--- src/rtl/mts_pkg.sv ---
package mts_pkg;

    localparam int FRAC_BITS    = 16;
    localparam int WORD_W       = 32;
    localparam int CORNER_WORDS = 11;
    localparam int DATA_W       = WORD_W * CORNER_WORDS;
    localparam int SUM_W        = WORD_W + 1;
    localparam int SQ_W         = 2 * SUM_W;
    localparam int LEN_W        = SQ_W;
    localparam int ACC_W        = 2 * FRAC_BITS + LEN_W + 4;
    localparam int Q_W          = FRAC_BITS + 1;
    localparam int STEP_W       = $clog2(FRAC_BITS + 1);
    localparam int RUN_LEN      = 6;
    localparam int CNT_W        = 3;

    localparam int W_NORM = 3;
    localparam int W_TAN  = 6;
    localparam int W_U    = 9;
    localparam int W_V    = 10;

    typedef logic [CORNER_WORDS-1:0][WORD_W-1:0] t_corner;

    typedef enum logic [2:0] {
        S_COLLECT,
        S_SQ,
        S_LOAD,
        S_ITER,
        S_STORE,
        S_EMIT
    } t_state;

    typedef struct packed {
        logic             corner_we;
        logic [1:0]       corner_slot;
        logic [1:0]       pair;
        logic             vec;
        logic [1:0]       comp;
        logic             sq_en;
        logic             sq_first;
        logic             load_en;
        logic             iter_en;
        logic             store_en;
        logic             out_load;
        logic [CNT_W-1:0] out_sel;
        logic             out_last;
    } t_cmd;

endpackage

--- src/rtl/mts_ctrl.sv ---
module mts_ctrl
    import mts_pkg::*;
(
    input  logic i_clk,
    input  logic i_rst_n,
    input  logic i_in_valid,
    output logic o_in_ready,
    output logic o_out_valid,
    input  logic i_out_ready,
    output t_cmd o_cmd
);

    t_state r_state, n_state;
    logic [1:0]        r_phase, n_phase;
    logic [1:0]        r_m, n_m;
    logic              r_v, n_v;
    logic [1:0]        r_k, n_k;
    logic [STEP_W-1:0] r_step, n_step;
    logic [CNT_W-1:0]  r_cnt, n_cnt;
    logic              r_ovalid, n_ovalid;

    logic in_acc, emit;

    assign in_acc = (r_state == S_COLLECT) && i_in_valid;
    assign emit   = (r_state == S_EMIT) && (!r_ovalid || i_out_ready);

    always_comb begin
        n_state  = r_state;
        n_phase  = r_phase;
        n_m      = r_m;
        n_v      = r_v;
        n_k      = r_k;
        n_step   = r_step;
        n_cnt    = r_cnt;
        n_ovalid = emit ? 1'b1 : (i_out_ready ? 1'b0 : r_ovalid);
        case (r_state)
            S_COLLECT: begin
                if (in_acc) begin
                    if (r_phase == 2'd2) begin
                        n_phase = 2'd0;
                        n_m     = 2'd0;
                        n_v     = 1'b0;
                        n_k     = 2'd0;
                        n_state = S_SQ;
                    end else begin
                        n_phase = r_phase + 2'd1;
                    end
                end
            end
            S_SQ: begin
                if (r_k == 2'd2) begin
                    n_k     = 2'd0;
                    n_state = S_LOAD;
                end else begin
                    n_k = r_k + 2'd1;
                end
            end
            S_LOAD: begin
                n_step  = STEP_W'(FRAC_BITS);
                n_state = S_ITER;
            end
            S_ITER: begin
                if (r_step == '0) begin
                    n_state = S_STORE;
                end else begin
                    n_step = r_step - STEP_W'(1);
                end
            end
            S_STORE: begin
                if (r_k != 2'd2) begin
                    n_k     = r_k + 2'd1;
                    n_state = S_LOAD;
                end else if (!r_v) begin
                    n_k     = 2'd0;
                    n_v     = 1'b1;
                    n_state = S_SQ;
                end else if (r_m != 2'd2) begin
                    n_k     = 2'd0;
                    n_v     = 1'b0;
                    n_m     = r_m + 2'd1;
                    n_state = S_SQ;
                end else begin
                    n_cnt   = '0;
                    n_state = S_EMIT;
                end
            end
            S_EMIT: begin
                if (emit) begin
                    n_cnt = r_cnt + CNT_W'(1);
                    if (r_cnt == CNT_W'(RUN_LEN - 1)) begin
                        n_state = S_COLLECT;
                    end
                end
            end
            default: begin
                n_state = S_COLLECT;
            end
        endcase
    end

    always_comb begin
        o_cmd             = '0;
        o_cmd.corner_we   = in_acc;
        o_cmd.corner_slot = r_phase;
        o_cmd.pair        = r_m;
        o_cmd.vec         = r_v;
        o_cmd.comp        = r_k;
        o_cmd.out_sel     = r_cnt;
        o_cmd.out_last    = (r_cnt == CNT_W'(RUN_LEN - 1));
        case (r_state)
            S_SQ: begin
                o_cmd.sq_en    = 1'b1;
                o_cmd.sq_first = (r_k == 2'd0);
            end
            S_LOAD: begin
                o_cmd.load_en = 1'b1;
            end
            S_ITER: begin
                o_cmd.iter_en = 1'b1;
            end
            S_STORE: begin
                o_cmd.store_en = 1'b1;
            end
            S_EMIT: begin
                o_cmd.out_load = emit;
                o_cmd.pair     = (r_cnt >= CNT_W'(3)) ? 2'(r_cnt - CNT_W'(3)) : 2'd0;
            end
            default: begin
                o_cmd.out_load = 1'b0;
            end
        endcase
    end

    always_ff @(posedge i_clk) begin
        if (!i_rst_n) begin
            r_state  <= S_COLLECT;
            r_phase  <= 2'd0;
            r_m      <= 2'd0;
            r_v      <= 1'b0;
            r_k      <= 2'd0;
            r_step   <= '0;
            r_cnt    <= '0;
            r_ovalid <= 1'b0;
        end else begin
            r_state  <= n_state;
            r_phase  <= n_phase;
            r_m      <= n_m;
            r_v      <= n_v;
            r_k      <= n_k;
            r_step   <= n_step;
            r_cnt    <= n_cnt;
            r_ovalid <= n_ovalid;
        end
    end

    assign o_in_ready  = (r_state == S_COLLECT);
    assign o_out_valid = r_ovalid;

endmodule

--- config.mk ---
export PLATFORM = sky130hd
export DESIGN_NAME = mts_ctrl
export DESIGN_NICKNAME = d
export VERILOG_FILES = /design/src/rtl/mts_pkg.sv /design/src/rtl/mts_ctrl.sv
export SDC_FILE = /design/constraint.sdc
export NUM_CORES = 1
export LEC_CHECK = 0
export ABC_AREA = 1
export BUFFER_PORTS_ARGS = -buffer_cell sky130_fd_sc_hd__buf_2
export CAP_MARGIN = 5
export CORE_MARGIN = 2
export CORE_UTILIZATION = 35
export DETAILED_ROUTE_END_ITERATION = 10
export PLACE_DENSITY = 0.54
export SYNTH_ARGS = -nofsm -noshare
export SYNTH_HDL_FRONTEND = slang
export SYNTH_SLANG_ARGS = --single-unit
export TNS_END_PERCENT = 20
--- constraint.sdc ---
create_clock -name i_clk -period 1.5 [get_ports i_clk]
set_clock_uncertainty 0.2 [all_clocks]
set_input_delay 0.075 -clock i_clk [delete_from_list [all_inputs] [get_ports i_clk]]
set_output_delay 0.075 -clock i_clk [all_outputs]
set_load 0.03 [all_outputs]
# After elaboration in Yosys (flattened, before gate mapping)
# Index checks and enable logic that the tools add are counted.
# totals
out_inout_bits	20
in_bits	4
elab_cells	100
reg_bits	19
# op_classes
n_reduce_logical	19
n_addsub	6
muxes	44
n_lt_le_gt_ge	1
eq_ne	22
# op_table
cell	n
3-bit two-way mux	13
2-bit two-way mux	13
2-bit inequality test, second input constant	11
3-bit one-hot mux with 6 select lines	1
6-bit AND reduction	2
1-bit two-way mux	11
5-bit one-hot mux with 2 select lines	1
3-bit == test, second input constant	3
4-bit AND reduction	2
2-bit nonzero test	4
2-bit by 1-bit adder with 2-bit output, second input constant	3
3-bit by 2-bit == test with 1-bit output, second input constant	2
2-bit one-hot mux with 3 select lines	1
3-bit one-hot mux with 2 select lines	1
5-bit zero test	1
5-bit two-way mux	1
5-bit AND reduction	1
5-bit by 1-bit subtractor with 5-bit output, second input constant	1
2-bit == test, second input constant	2
2-bit by 1-bit inequality test with 1-bit output, second input constant	2
4-bit inequality test, second input constant	1
2-bit one-hot mux with 2 select lines	1
2-bit AND reduction	2
3-bit by 1-bit adder with 3-bit output, second input constant	1
10 further kinds	11

# Longest topological paths before layout
# depth
depth_word	5
mapped_depth	9
ltp_nobuf	9

# Worst setup path before layout
# OpenSTA, ideal clock, no wires.
# synth_path
path_type	reg-to-output
start	register r_cnt[0]
end	output port o_cmd[13] (netlist name)
stages_incl_launch_ff	7
required_ps	1225
setup_slack_ps	-214
arrival_ps	1439
n_path_buf	0
cell_sequence	dfxtp_1 -> ha_1 -> ha_1 -> nor2_1 -> o21ai_0 -> nand3_1 -> o21ai_0
# synth_lines
element	line_no	text
start, declared	mts_ctrl.sv:19	logic [CNT_W-1:0] r_cnt, n_cnt;
start signal, assigned	mts_ctrl.sv:151	r_cnt <= n_cnt;
end, declared	mts_ctrl.sv:10	output t_cmd o_cmd

==> results.cfg <==
[drt]
route.vias.total = 1208
drt_iter0_drc = 56
drc = 0
drtAntennaViolNets = 0
drtPass1Iterations = 4
drt-vias-per-instance = 4.70
wirelength_mm = 2.87
wire_per_inst_um = 11.2

[layout]
final_util_pct = 54.3
instances_no_fill = 257
layout-drive-gt1-share_pct = 41.3
syn_to_final_growth_pct = 47.3
finalNetCount = 223
most-common-layout-cells = nand2_1, nor2_1, inv_1, buf_4
layout_commonest_cell = nand2_1
antenna_cells = 0

[floorplan]
num_rows = 20
dieArea_um2 = 3680
start_util_pct = 36.8
io_pins = 24
core_area_um2 = 3050
die_y_um = 60.7
die_x_um = 60.7

[worst_setup_path]
crit_type = flop to output pin
end_kind = output pin
worstPathRequired_ps = 1220
path_max_fanout = 4
timing.critical_path.from_type = flop
reg2reg_depth = 8
reg2reg_slack_ps = -30
r2r-end = r_state[2]
cp.arrival_ps = 1400
r2r-start = r_cnt[1]

[place]
dp_cells = 243
gp_congestion = 0.816
dp.final_hpwl_mm = 2.11
portBuffers = 23

[cts]
numCtsBuffers = 3
htreeDepth = 1
cts.sinks = 19
clock_latency_ps = 300
path_clk_slew_ps = 120
cts_tree = yes
cts-root-buf = clkbuf_4
cts-hold-fix-buffers = 3
clk_path_buf_depth = 2

[status]
violations = hold timing, setup timing
run_status = finished, violations left

[synthesis]
netlist_instances = 172
ys_seq_area_share_pct = 33.8
avgSynthCellArea_um2 = 6.54
ys_seq_elements = 19
syn-num-nets = 181
syn_area_um2 = 1120
yosysWarningCount = 0
yosysUniqueCellTypes = 24

[sta]
fin_ws_ps = -176
rsz0062_at_grt = true
worst_slew_pin_slew_ps = 322
hold_viol_final = 1
slew_viol_final = 0
finalSetupViolations = 10
slew_headroom_pct = 78.4
hold_slack_ps = -104
final.period_utilization_pct = 112
setup-tns-final_ps = -594
finalCriticalPeriod_ps = 1680
fmax_ghz = 0.597

[job]
cap_violations = 0

[grt]
grt_pass1_vias = 1169
grt_pass1_wl_mm = 4.67
grt-ovfl-total = 0
track_usage_pct = 16.9
grt_max_degree = 11
grt_antenna_before_repair = 0

[hold_path]
worst_hold_path_type = primary input to flop
hold_depth = 4
worstHoldStart = i_out_ready
holdPathEnd = o_out_valid

[power_and_ir_drop]
cellPowerDensity_nw_per_um2 = 1690
p_leak_nw = 0.776
peakVddDrop_mv = 0.611
[critical path: stages, from the launching register on]
cell	delay, ps
dfxtp_4	380
ha_4	160
ha_4	150
nor2_4	70
o21ai_2	60
nand3_1	80
o21ai_2	60
buf_6	130
[through the flow]
stage / total power, mW / cell area (µm²) / setup WS (ps) / hold WS, ps
floorplan: 1.77 / 1140 / -127 / 92.2
global placement: 2.08 / 1340 / 53.7 / 205
detailed placement: 2.10 / 1340 / 17.8 / 214
CTS: 2.55 / 1500 / -244 / -115
global route: 3.03 / 1660 / -246 / -85.2
finish: 2.80 / 1660 / -176 / -104
[sequential cells by signal (all words and copies together) (netlist names)]
signal,count
r_step,5
r_m,2
r_cnt,3
r_state,3
r_phase,2
r_v,1
r_k,2
o_out_valid,1
[per-layer routing]
metal	vias up	share of wire (%)	GRT usage, %
met5	-	0	0
met4	0	1.5	6.52
met3	6	2.9	1.92
met2	23	52	33.9
met1	550	43	17.4
li1	629	-	-
[cell usage after synthesis]
cell       n  area share (%)
a211oi_1   1            0.67
a21oi_1   14             6.2
a31oi_1    2             1.1
buf_2      1            0.44
buf_4      4             2.7
clkinv_1   1            0.33
dfxtp_1   19              34
ha_1       5             5.6
inv_1     25             8.3
inv_2      4             1.3
nand2_1   31              10
nand2_2    3             1.7
nand2_4    1             1.0
nand3_1   13             5.8
nand3_2    1            0.89
nand4_1    1            0.56
nor2_1    23             7.7
nor2_2     4             2.2
nor2_4     1             1.0
nor3_1     4             1.8
o211ai_1   1            0.67
o21ai_0    8             3.6
o21ai_1    4             1.8
o22ai_1    1            0.56
[what timing repair did]
| action | 4_1_cts | 5_1_grt |
|---|---|---|
| endpoints found under the setup margin | 10 | 25 |
| setup buffers | 1 | 6 |
| pin swaps | 4 | 10 |
| gates resized for setup | 31 | 38 |
| hold endpoints to repair | 11 | 1 |
[power breakdown]
part,internal (mW),switching (mW)
registers,0.633,0.124
logic,0.714,1.07
clock network,0.104,0.158
[cell type report]
type | instances | area (µm²)
Tap cell | 44 | 55.1
Multi-Input combinational cell | 118 | 723
Clock buffer | 4 | 26.3
Sequential cell | 19 | 403
Inverter | 30 | 123
Timing Repair Buffer | 42 | 327
Fill cell | 315 | 1400
[worst max-delay path by stage]
stage | slack [ps] | to | from | depth (start not counted)
floorplan | -130 | o_cmd[8] | r_state[0] | 4
global placement | 50 | r_k[0] | r_state[0] | 7
detailed placement | 20 | o_cmd[13] | r_cnt[1] | 7
CTS | -240 | o_cmd[13] | r_cnt[1] | 7
global route | -250 | o_cmd[13] | r_cnt[1] | 7
finish | -180 | o_cmd[13] | r_cnt[1] | 7
[kinds of logic (layout without fill, tap and decap cells)]
| kind of cell | count (synthesis) | after routing | synth area share [%] |
|---|---|---|---|
| and+or+nand+nor | 82 | 82 | 32.9 |
| buffers and inverters | 35 | 76 | 13.1 |
| AOI/OAI and AO/OA | 31 | 31 | 14.6 |
| DFF | 19 | 19 | 33.8 |
| adders and majority gates | 5 | 5 | 5.56 |
Note: power is estimated with default switching activity, not from simulation.
